--- src/rtl/core/assert_macros.svh ---
// Assertion macros used by the predictor back end.
// Depends on nothing; included by files that carry assertions.
`ifndef ASSERT_MACROS_SVH
`define ASSERT_MACROS_SVH
// implication checked every cycle outside reset
`define CHK_IMPL(label, clk, rst, a, c) \
  label: assert property (@(posedge clk) disable iff (rst) (a) |-> (c)) \
    else $error("check failed");
// next-cycle implication
`define CHK_NEXT(label, clk, rst, a, c) \
  label: assert property (@(posedge clk) disable iff (rst) (a) |=> (c)) \
    else $error("check failed");
`endif

--- src/rtl/core/tage_pkg.sv ---
// Types and constants for the two-table TAGE predictor.
// Depends on nothing.
package tage_pkg;
  localparam int ADDR_W = 48;
  localparam int TAG_W = 16;
  localparam int CTR_W = 3;
  localparam int U_W = 2;
  localparam int CFG_IDX_W = 1;
  localparam logic [CFG_IDX_W-1:0] REG_RANGE_LOW = 1'b0;
  localparam logic [CFG_IDX_W-1:0] REG_RANGE_HIGH = 1'b1;
  localparam logic [1:0] SRC_BASE = 2'd0;
  localparam logic [1:0] SRC_SHORT = 2'd1;
  localparam logic [1:0] SRC_LONG = 2'd2;

  typedef struct packed {
    logic [ADDR_W-1:0] branch_pc;
    logic taken;
  } branch_in_t;

  typedef struct packed {
    logic predicted_taken;
    logic correct;
    logic [1:0] provider_source;
  } branch_out_t;

  typedef struct packed {
    logic [TAG_W-1:0] tag;
    logic signed [CTR_W-1:0] ctr;
    logic [U_W-1:0] u;
  } tag_entry_t;

  typedef enum logic [2:0] {
    ST_CLEAR, ST_IDLE, ST_READ, ST_WRITE, ST_AGE
  } back_state_t;
endpackage

--- src/rtl/core/tage_front.sv ---
// Front end: window check and queueing of accepted branches.
// Depends on tage_pkg.
module tage_front #(
  parameter int DEPTH = 2
) (
  input  logic clk,
  input  logic rst,
  input  logic start,
  input  tage_pkg::branch_in_t in_item,
  input  logic [tage_pkg::ADDR_W-1:0] range_low,
  input  logic [tage_pkg::ADDR_W-1:0] range_high,
  input  logic pop,
  output logic q_valid,
  output tage_pkg::branch_in_t q_item,
  output logic full
);
  localparam int PW = $clog2(DEPTH);
  tage_pkg::branch_in_t fifo [DEPTH];
  logic [PW-1:0] wp, rp;
  logic [PW:0] cnt;
  logic push, inwin;

  assign inwin = (in_item.branch_pc >= range_low) && (in_item.branch_pc <= range_high);
  assign full = (cnt == (PW+1)'(DEPTH));
  assign push = start && !full && inwin;
  assign q_valid = (cnt != '0);
  assign q_item = fifo[rp];

  always_ff @(posedge clk) begin
    if (push) fifo[wp] <= in_item;
  end

  always_ff @(posedge clk) begin
    if (rst) begin
      wp <= '0;
      rp <= '0;
      cnt <= '0;
    end else begin
      if (push) wp <= (wp == PW'(DEPTH-1)) ? '0 : wp + 1'b1;
      if (pop) rp <= (rp == PW'(DEPTH-1)) ? '0 : rp + 1'b1;
      cnt <= cnt + (PW+1)'(push) - (PW+1)'(pop);
    end
  end
endmodule

--- config.mk ---
export PLATFORM = sky130hd
export DESIGN_NAME = tage_front
export DESIGN_NICKNAME = d
export VERILOG_FILES = /design/src/rtl/core/assert_macros.svh /design/src/rtl/core/tage_pkg.sv /design/src/rtl/core/tage_front.sv
export SDC_FILE = /design/constraint.sdc
export NUM_CORES = 1
export LEC_CHECK = 0
export BUFFER_PORTS_ARGS = -buffer_cell sky130_fd_sc_hd__buf_2
export CAP_MARGIN = 20
export CORE_ASPECT_RATIO = 1.1
export CORE_MARGIN = 2
export CORE_UTILIZATION = 30
export DETAILED_ROUTE_END_ITERATION = 8
export PLACE_DENSITY_LB_ADDON = 0.3
export RECOVER_POWER = 50
export SLEW_MARGIN = 20
export SYNTH_ARGS = -nofsm -noshare
export SYNTH_HDL_FRONTEND = slang
export SYNTH_SLANG_ARGS = --single-unit
--- constraint.sdc ---
create_clock -name clk -period 9.9 [get_ports clk]
set_input_delay 1.98 -clock clk [delete_from_list [all_inputs] [get_ports clk]]
set_output_delay 1.98 -clock clk [all_outputs]
set_load 0.005 [all_outputs]
==> run summary, run 1 <==
Number of buffers created by CTS - 9
Comb pwr share - 18.9%
Residual DRC - 0
Worst slew margin - -72.6%
Vias per cell - 4.52
WHS - 0.517 ns
Placer Congestion - 0.764
Port Buf Inserts - 199
Ys flop type - edfxtp_1
Largest net degree at the start of global routing - 42
Max cap viols - 1
Gr usage total - 14.0%
Clock sinks - 103
Violated checks - capacitance limit, slew limit
Required @ worst endpoint - 7.92 ns
CP Capture Type - output port
# setup viols final - 0
Most numerous cell in the Yosys netlist - inv_1
Share of post-route cells with drive strength above 1 - 30.3%
CTS H-tree lvls - 3
# resized after CTS - 0
Net Switching - 0.270 mW
RSZ-0062 raised after global routing - false
Post-CTS Setup Inserts - 0
Cells after Synth - 515
Layout Skew - 0.00816 ns
#FFs+latches synth - 103
Initial antenna violation count - 0
Area leader, netlist - edfxtp_1
Vias in the first global route - 4511
Sequential share of power - 46.3%
Die W - 141 µm
Final net count - 970
Syn Area/Cell - 12.0 µm²
WL per Instance - 15.4 µm
Final setup TNS - 0 ns
Reg2reg setup slack - 7.38 ns
# hold bufs at CTS - 0
Remaining global-route overflow - 0
Upper clock frequency limit - 185 MHz
Core Region - 20400 µm²
Leak - 3.56 nW
First-pass GRT wire length - 23.2 mm
Post-synth EDFFs - 98
Worst EP arrival - 3.42 ns
CTS root buf - clkbuf_16
Cell Area, Synth - 6170 µm²
Top cell type's share of synthesized area - 47.7%
Register area share after synthesis - 49.3%
Crit share post-route - 54.6%
Area Growth Syn to Fin - 25.5%
Die area - 21700 µm²
Clock buffer depth - 2
Antenna-violating nets left - 0
Internal power - 0.814 mW
Setup WS pre-CTS - 4.59 ns
DRT iter0 DRCs - 197
Core Rows - 55
Clk pwr share - 34.7%
Crit-path max FO - 41
Worst-Skew Late Latency - 0.35 ns
Maximum vdd drop - 0.0695 mV
Drt first pass iters - 4
Asr flop ratio synth - 0%
Min cycle time layout - 5.40 ns
Die Y - 154 µm
Top cells by area, synth - edfxtp_1 (48%), ha_1 (20%), mux2_2 (8.9%), inv_1 (6.1%), a21oi_1 (2.8%)
Routed WL - 15.2 mm
Synth warn - 0
Run status - complete, but fails checks
Syn_nets - 762
Setup CP Type - reg -> out
Actual slew at the worst max-slew pin - 2.59 ns
PnR worst setup slack - 4.50 ns
DP HPWL - 12.0 mm
Switching Share - 24.9%
Ports - 200
Post-synth top cells - inv_1 (101), edfxtp_1 (98), ha_1 (98)
Initial Util - 30.3%
CTS tree - done
Hold Path Class - reg -> reg
PwrDens - 140 nW/µm²
CP Launch Type - flop
Vias - 4445
Antenna Cells - 0
Final slew viol count - 42
Reg clk slew, reported paths - 0.06 ns
Distinct cell type count after synthesis - 38
Final Hold Viols - 0
Layout fillers - 2024
==> metrics by stage <==
stage	utilization (%)	area, µm²	cells	power [mW]
after detailed placement	36.8	7510	968	0.725
after global routing	38.0	7740	983	1.14
after floorplan	-	6170	515	0.628
final	38.0	7740	983	1.08
after global placement	36.8	7510	968	0.724
after CTS	38.4	7820	983	1.11
==> critical path, stage by stage, from the launching register on <==
cell,delay [ns]
dfxtp_1,0.55
clkbuf_1,1.88
mux2_2,0.49
buf_2,0.14
==> kinds of logic after synthesis <==
family / Yosys count / share of synthesized area, %
AO/OA/AOI/OAI: 78 / 7.97
XOR/XNOR: 3 / 0.426
adder cells (fa/ha/maj): 98 / 19.9
buffers and inverters: 106 / 6.45
flip-flops: 103 / 49.3
multiplexers: 50 / 9.19
AND/OR/NAND/NOR: 77 / 6.77
==> sequential cells by signal, indices dropped and copies added (netlist names), named ones only <==
name / cells
fifo: 98
cnt: 2
rp: 1
wp: 1
==> power groups by stage <==
stage	Sequential, mW	Combinational [mW]	Clock [mW]
6_report	0.503	0.205	0.377
5_1_grt	0.504	0.235	0.404
4_1_cts	0.503	0.214	0.389
3_5_place_dp	0.513	0.212	0
3_3_place_gp	0.512	0.212	0
2_1_floorplan	0.511	0.117	0
==> worst paths after layout <==
check / start / endpoint / cells after the start
setup / recovery: flop / q_item[33] / 3
hold / removal: rp / rp / 2
setup reg to reg: cnt[1] / fifo[0][18] / 7
hold reg to reg: rp / rp / 2
==> metal layers <==
layer  vias up  routed length [µm]  global-route usage (%)
li1       2280                   -                       -
met1      2010                6740                    17.3
met2       138                7230                    23.8
met3        17                 941                    3.65
met4         0                 277                    4.52
met5         -                   0                       0
==> cell type report <==
| class | count | area [µm²] | share of cell area [%] |
|---|---|---|---|
| timing repair buffer | 202 | 945 | 12.2 |
| tap | 256 | 320 | 4.14 |
| clock inverter | 6 | 86.3 | 1.12 |
| sequential | 103 | 3040 | 39.3 |
| clock buffer | 9 | 225 | 2.91 |
| multi-input combinational | 306 | 2740 | 35.4 |
| inverter | 101 | 379 | 4.90 |
==> cell usage in the layout, fill, tap and decap left out, types with 3 or more instances in the layout <==
cell,synthesis,final
buf_2,0,142
o21ai_0,15,15
and4_2,3,3
nand3_1,6,6
edfxtp_1,98,98
a21o_1,13,13
nor2_1,12,10
nand2_1,21,21
dfxtp_1,5,5
clkbuf_1,1,57
nand4_1,18,18
ha_1,98,98
nor3_1,5,5
inv_1,101,101
clkbuf_16,0,9
a21oi_1,34,34
mux2_2,49,46
mux2_1,0,3
xnor2_1,3,3
Note: power is estimated with default switching activity, not from simulation.
==> run 2: changes to the inputs <==
Clock period 9.9 ns to 4.4 ns, I/O delays scaled along.
==> run 2 against run 1 <==
Effect of this change: critical endpoint is now q_item[16]; non-clock buffer count grew 3; wire length grew 0.25%; cell count grew 0.41%; clock-buffer cell count grew 2; the flow now finishes without violations; highest routed layer unchanged.
==> run summary, run 2 (synthesis results as in run 1) <==
CP delay by family, top - flip-flops (was buffers and inverters)
Max cap viols - 0 (was 1)
Biggest registers after layout - fifo x98, cnt x2 (unchanged)
Area after DPL - 7540 µm² (was 7510 µm²)
# resized after CTS - 0 (unchanged)
PnR worst setup slack - 0.680 ns (was 4.50 ns)
Final Hold Viols - 0 (unchanged)
Initial Util - 30.3% (unchanged)
Hold Path Class - reg -> reg (unchanged)
Final Non-Filler Cells - 987 (was 983)
Residual DRC - 0 (unchanged)
Net Switching - 0.614 mW (was 0.270 mW)
# setup viols final - 0 (unchanged)
Placer Congestion - 0.754 (was 0.764)
Min cycle time layout - 3.72 ns
Layout Skew - 0.00841 ns (was 0.00816 ns)
Initial antenna violation count - 0 (unchanged)
Die Y - 154 µm (unchanged)
Upper clock frequency limit - 269 MHz
Number of flip-flops under the largest register name - 98 (unchanged)
WHS - 0.523 ns (was 0.517 ns)
DRT iter0 DRCs - 165 (was 197)
CTS H-tree lvls - 3 (unchanged)
Reg clk slew, reported paths - 0.07 ns (was 0.06 ns)
# hold bufs at CTS - 0 (unchanged)
First-pass GRT wire length - 23.3 mm (was 23.2 mm)
Worst EP arrival - 2.84 ns (was 3.42 ns)
Share of post-route cells with drive strength above 1 - 30.2% (was 30.3%)
Layout fillers - 2053 (was 2024)
Die W - 141 µm (unchanged)
Die area - 21700 µm² (unchanged)
Design Area, Final - 7760 µm² (was 7740 µm²)
Vias - 4520 (was 4445)
Cells along the critical path - clkbuf_2, mux2_2, buf_2 (was clkbuf_1, mux2_2, buf_2)
Number of buffers created by CTS - 9 (unchanged)
CP Launch Type - flop (unchanged)
Run status - finished, final reports clean (was complete, but fails checks)
Routed WL - 15.2 mm (about the same)
Core Rows - 55 (unchanged)
RSZ-0062 raised after global routing - false (unchanged)
Overall power - 2.39 mW (was 1.08 mW)
Port Buf Inserts - 199 (unchanged)
Required @ worst endpoint - 3.52 ns (was 7.92 ns)
Cell count after placement - 971 (was 968)
Final setup TNS - 0 ns (unchanged)
Max incr delay on CP - 1.15 ns (was 1.88 ns)
Core Region - 20400 µm² (unchanged)
Buf/Inv on CP - 2 (unchanged)
Area Growth Syn to Fin - 25.7% (was 25.5%)
Antenna-violating nets left - 0 (unchanged)
Gr usage total - 14.1% (was 14.0%)
Reg with most FFs - fifo (unchanged)
Actual slew at the worst max-slew pin - 1.24 ns (was 2.59 ns)
Setup CP Type - reg -> out (unchanged)
Vias per cell - 4.58 (was 4.52)
Ports - 200 (unchanged)
Antenna Cells - 0 (unchanged)
Setup WS pre-CTS - 0.470 ns (was 4.59 ns)
Drt first pass iters - 4 (unchanged)
Clock sinks - 103 (unchanged)
DP HPWL - 12.1 mm (was 12.0 mm)
PwrDens - 308 nW/µm² (was 140 nW/µm²)
Worst slew margin - 17.2% (was -72.6%)
Worst-Skew Late Latency - 0.35 ns (about the same)
Final slew viol count - 0 (was 42)
Largest net degree at the start of global routing - 36 (was 42)
Leak - 3.57 nW (was 3.56 nW)
Fin util - 38.1% (was 38.0%)
Post-CTS Setup Inserts - 0 (unchanged)
Switching Share - 25.7% (was 24.9%)
Vias in the first global route - 4361 (was 4511)
Most frequent cells in the layout - buf_2 (141), inv_1 (101), ha_1 (98), edfxtp_1 (98), clkbuf_1 (59) (was buf_2 (142), inv_1 (101), ha_1 (98), edfxtp_1 (98), clkbuf_1 (57))
Remaining global-route overflow - 0 (unchanged)
Maximum vdd drop - 0.158 mV (was 0.0695 mV)
Comb pwr share - 19.0% (was 18.9%)
CTS tree - done (unchanged)
Clock buffer depth - 2 (unchanged)
Internal power - 1.78 mW (was 0.814 mW)
Clk pwr share - 33.4% (was 34.7%)
Crit-path max FO - 26 (was 41)
Slowest CP cell - dfxtp_1 (was clkbuf_1)
WL per Instance - 15.4 µm (about the same)
CP Capture Type - output port (unchanged)
CTS root buf - clkbuf_16 (unchanged)
Crit share post-route - 84.6%
Final net count - 973 (was 970)
Most common cell after layout, fill and taps aside - buf_2 (unchanged)
Sequential share of power - 47.6% (was 46.3%)
[run 2: worst reg2reg max path: cells and delay by family, from the launching register on]
family	cells	cell delay, ns
compound gates	3	0.65
buf+inv	2	0.13
xor+xnor	2	0.31
fa+ha+maj	2	0.48
simple gates	2	0.19
flops	1	0.31
[run 2: cell type report]
| cell class | count | area, µm² | share of cell area [%] |
|---|---|---|---|
| tap | 256 | 320 | 4.13 |
| multi-input combinational | 306 | 2740 | 35.4 |
| clock buffer | 11 | 233 | 3.00 |
| timing repair buffer | 205 | 980 | 12.6 |
| sequential | 103 | 3040 | 39.2 |
| inverter | 101 | 379 | 4.89 |
| clock inverter | 5 | 58.8 | 0.758 |
[run 2: final timing paths]
kind	start	slack [ns]	end	depth (start not counted)
min reg2reg	rp	0.52	rp	2
max	flop	0.68	q_item[16]	3
max reg2reg	cnt[1]	2.22	cnt[1]	11
min	rp	0.52	rp	2
[run 2: per-layer routing]
metal  routed length [µm]  track usage [%]  up-vias
met5                    0                0        -
met4                  255             5.29        0
met3                  674             2.60       15
met2                 7360             23.9      125
met1                 6930             18.0     2099
li1                     -                -     2281
[run 2: power by group through the flow]
stage | sequential (mW) | clock, mW | combinational, mW
6_report | 1.14 | 0.799 | 0.455
5_1_grt | 1.14 | 0.863 | 0.521
4_1_cts | 1.14 | 0.825 | 0.477
3_5_place_dp | 1.16 | 0 | 0.473
3_3_place_gp | 1.16 | 0 | 0.474
2_1_floorplan | 1.15 | 0 | 0.263
==> run 3: changes to the inputs <==
Clock period 4.4 ns to 3.7 ns, I/O delays scaled along.
==> run 3 against run 2 <==
Effect of this change: the flow now finishes with violations (DRC); utilization increased by 0.18 points; wire length increased by 0.73%; global-route usage increased by 0.11 points; hold slack got worse by 0.0049 ns; clock skew about the same.
==> run summary, run 3 (synthesis results as in run 1) <==
Run status - complete, but fails checks (was finished, final reports clean)
Violated checks - DRC
Design Area, Final - 7790 µm² (was 7760 µm²)
Die area - 21700 µm² (unchanged)
Actual slew at the worst max-slew pin - 1.20 ns (was 1.24 ns)
Cell count after placement - 974 (was 971)
CTS H-tree lvls - 3 (unchanged)
WL per Instance - 15.5 µm (was 15.4 µm)
Hold Path Class - reg -> reg (unchanged)
Core Rows - 55 (unchanged)
Port Buf Inserts - 199 (unchanged)
Area after DPL - 7600 µm² (was 7540 µm²)
Fin util - 38.3% (was 38.1%)
Vias in the first global route - 4542 (was 4361)
Clock buffer depth - 2 (unchanged)
Layout Skew - 0.00803 ns (was 0.00841 ns)
Met3 Wirelength - 783 µm (was 674 µm)
Remaining global-route overflow - 0 (unchanged)
CP Launch Type - input pin (was flop)
Final net count - 976 (was 973)
# setup viols final - 0 (unchanged)
Footprint of the multi-input gates - 2740 µm² (unchanged)
Reg clk slew, reported paths - 0.07 ns (about the same)
Clock sinks - 103 (unchanged)
Worst slew margin - 19.6% (was 17.2%)
Sequential cell area - 3040 µm² (unchanged)
Highest Signal Layer - met4 (unchanged)
Final slew viol count - 0 (unchanged)
Vias per cell - 4.54 (was 4.58)
Maximum vdd drop - 0.186 mV (was 0.158 mV)
Residual DRC - 1 (was 0)
Ports - 200 (unchanged)
Initial Util - 30.3% (unchanged)
Reg with most FFs - fifo (unchanged)
Placer Congestion - 0.774 (was 0.754)
Crit-path max FO - 3 (was 26)
Metal2 WL - 7.15 mm (was 7.36 mm)
WHS - 0.518 ns (was 0.523 ns)
Drt first pass iters - 6 (was 4)
Largest net degree at the start of global routing - 35 (was 36)
Area Growth Syn to Fin - 26.3% (was 25.7%)
Upper clock frequency limit - 316 MHz
PwrDens - 359 nW/µm² (was 308 nW/µm²)
Number of buffers created by CTS - 9 (unchanged)
RSZ-0062 raised after global routing - false (unchanged)
Share of post-route cells with drive strength above 1 - 30.6% (was 30.2%)
Min cycle time layout - 3.16 ns
Post-CTS Setup Inserts - 0 (unchanged)
Initial antenna violation count - 0 (unchanged)
Crit share post-route - 85.4%
Biggest registers after layout - fifo x98, cnt x2 (unchanged)
CP Capture Type - flop (was output port)
# resized after CTS - 0 (unchanged)
Worst-Skew Late Latency - 0.35 ns (about the same)
Layout fillers - 2085 (was 2053)
Vias - 4492 (was 4520)
Number of flip-flops under the largest register name - 98 (unchanged)
Required @ worst endpoint - 3.94 ns (was 3.52 ns)
DP HPWL - 12.2 mm (was 12.1 mm)
CTS tree - done (unchanged)
# hold bufs at CTS - 0 (unchanged)
Final Non-Filler Cells - 989 (was 987)
WL met1 - 7.18 mm (was 6.93 mm)
Antenna Cells - 0 (unchanged)
Final setup TNS - 0 ns (unchanged)
Most frequent cells in the layout - buf_2 (138), inv_1 (101), ha_1 (98), edfxtp_1 (98), clkbuf_1 (61) (was buf_2 (141), inv_1 (101), ha_1 (98), edfxtp_1 (98), clkbuf_1 (59))
Most common cell after layout, fill and taps aside - buf_2 (unchanged)
Die Y - 154 µm (unchanged)
Setup CP Type - in -> reg (was reg -> out)
Antenna-violating nets left - 0 (unchanged)
Max cap viols - 0 (unchanged)
Final Hold Viols - 0 (unchanged)
First-pass GRT wire length - 23.7 mm (was 23.3 mm)
Routed WL - 15.3 mm (was 15.2 mm)
Gr usage total - 14.2% (was 14.1%)
Die W - 141 µm (unchanged)
Core Region - 20400 µm² (unchanged)
CTS root buf - clkbuf_16 (unchanged)
Worst EP arrival - 3.40 ns (was 2.84 ns)
Leak - 3.57 nW (about the same)
DRT iter0 DRCs - 155 (was 165)
==> run 3: changes by cell type in the layout (fill, tap and decap cells not counted), sizes merged <==
| cell | delta |
|---|---|
| inv | +2 |
| clkinvlp | +1 |
| bufinv | -1 |
| buf | +1 |
| clkinv | -1 |
==> run 3: path summary, 6_finish.rpt <==
path / cells past startpoint / slack (ns) / startpoint / to
setup reg to reg: 11 / 1.44 / cnt[1] / cnt[1]
hold / removal: 2 / 0.52 / rp / flop
setup / recovery: 16 / 0.54 / in_item[1] / cnt[1]
hold reg to reg: 2 / 0.52 / rp / flop
==> run 3: report_power, final <==
group          switching, mW  internal [mW]
clock                  0.436          0.458
combinational          0.285          0.265
sequential            0.0231           1.33
total                  0.744           2.05
==> run 3: layer usage <==
layer | vias up | GRT usage, %
li1 | 2286 | -
met1 | 2050 | 18.8
met2 | 141 | 23.8
met3 | 15 | 2.91
met4 | 0 | 4.10
met5 | - | 0
==> run 3: worst max-delay path: stages <==
cell	delay (ns)
clkbuf_1	0.11
inv_1	0.07
ha_1	0.28
nand2b_1	0.14
a2111oi_0	0.48
or4_1	0.20
nand4_1	0.14
a41oi_2	0.20
a211oi_2	0.09
o2bb2ai_2	0.15
ha_1	0.25
inv_1	0.05
ha_1	0.15
xnor2_1	0.14
xnor2_1	0.14
nor2_1	0.06
==> run 3: layout make-up <==
type	count	share of cell area (%)
Multi-Input combinational cell	306	35.2
Inverter	101	4.86
Timing Repair Buffer	208	13.3
Sequential cell	103	39.0
Tap cell	256	4.11
Clock inverter	6	0.594
Clock buffer	9	2.89
==> run 3: through the flow <==
step	total power, mW	setup slack, ns
global route	2.94	0.277
global placement	1.95	0.211
finish	2.80	0.539
floorplan	1.68	-0.207
detailed placement	1.95	0.144
CTS	2.85	0.507
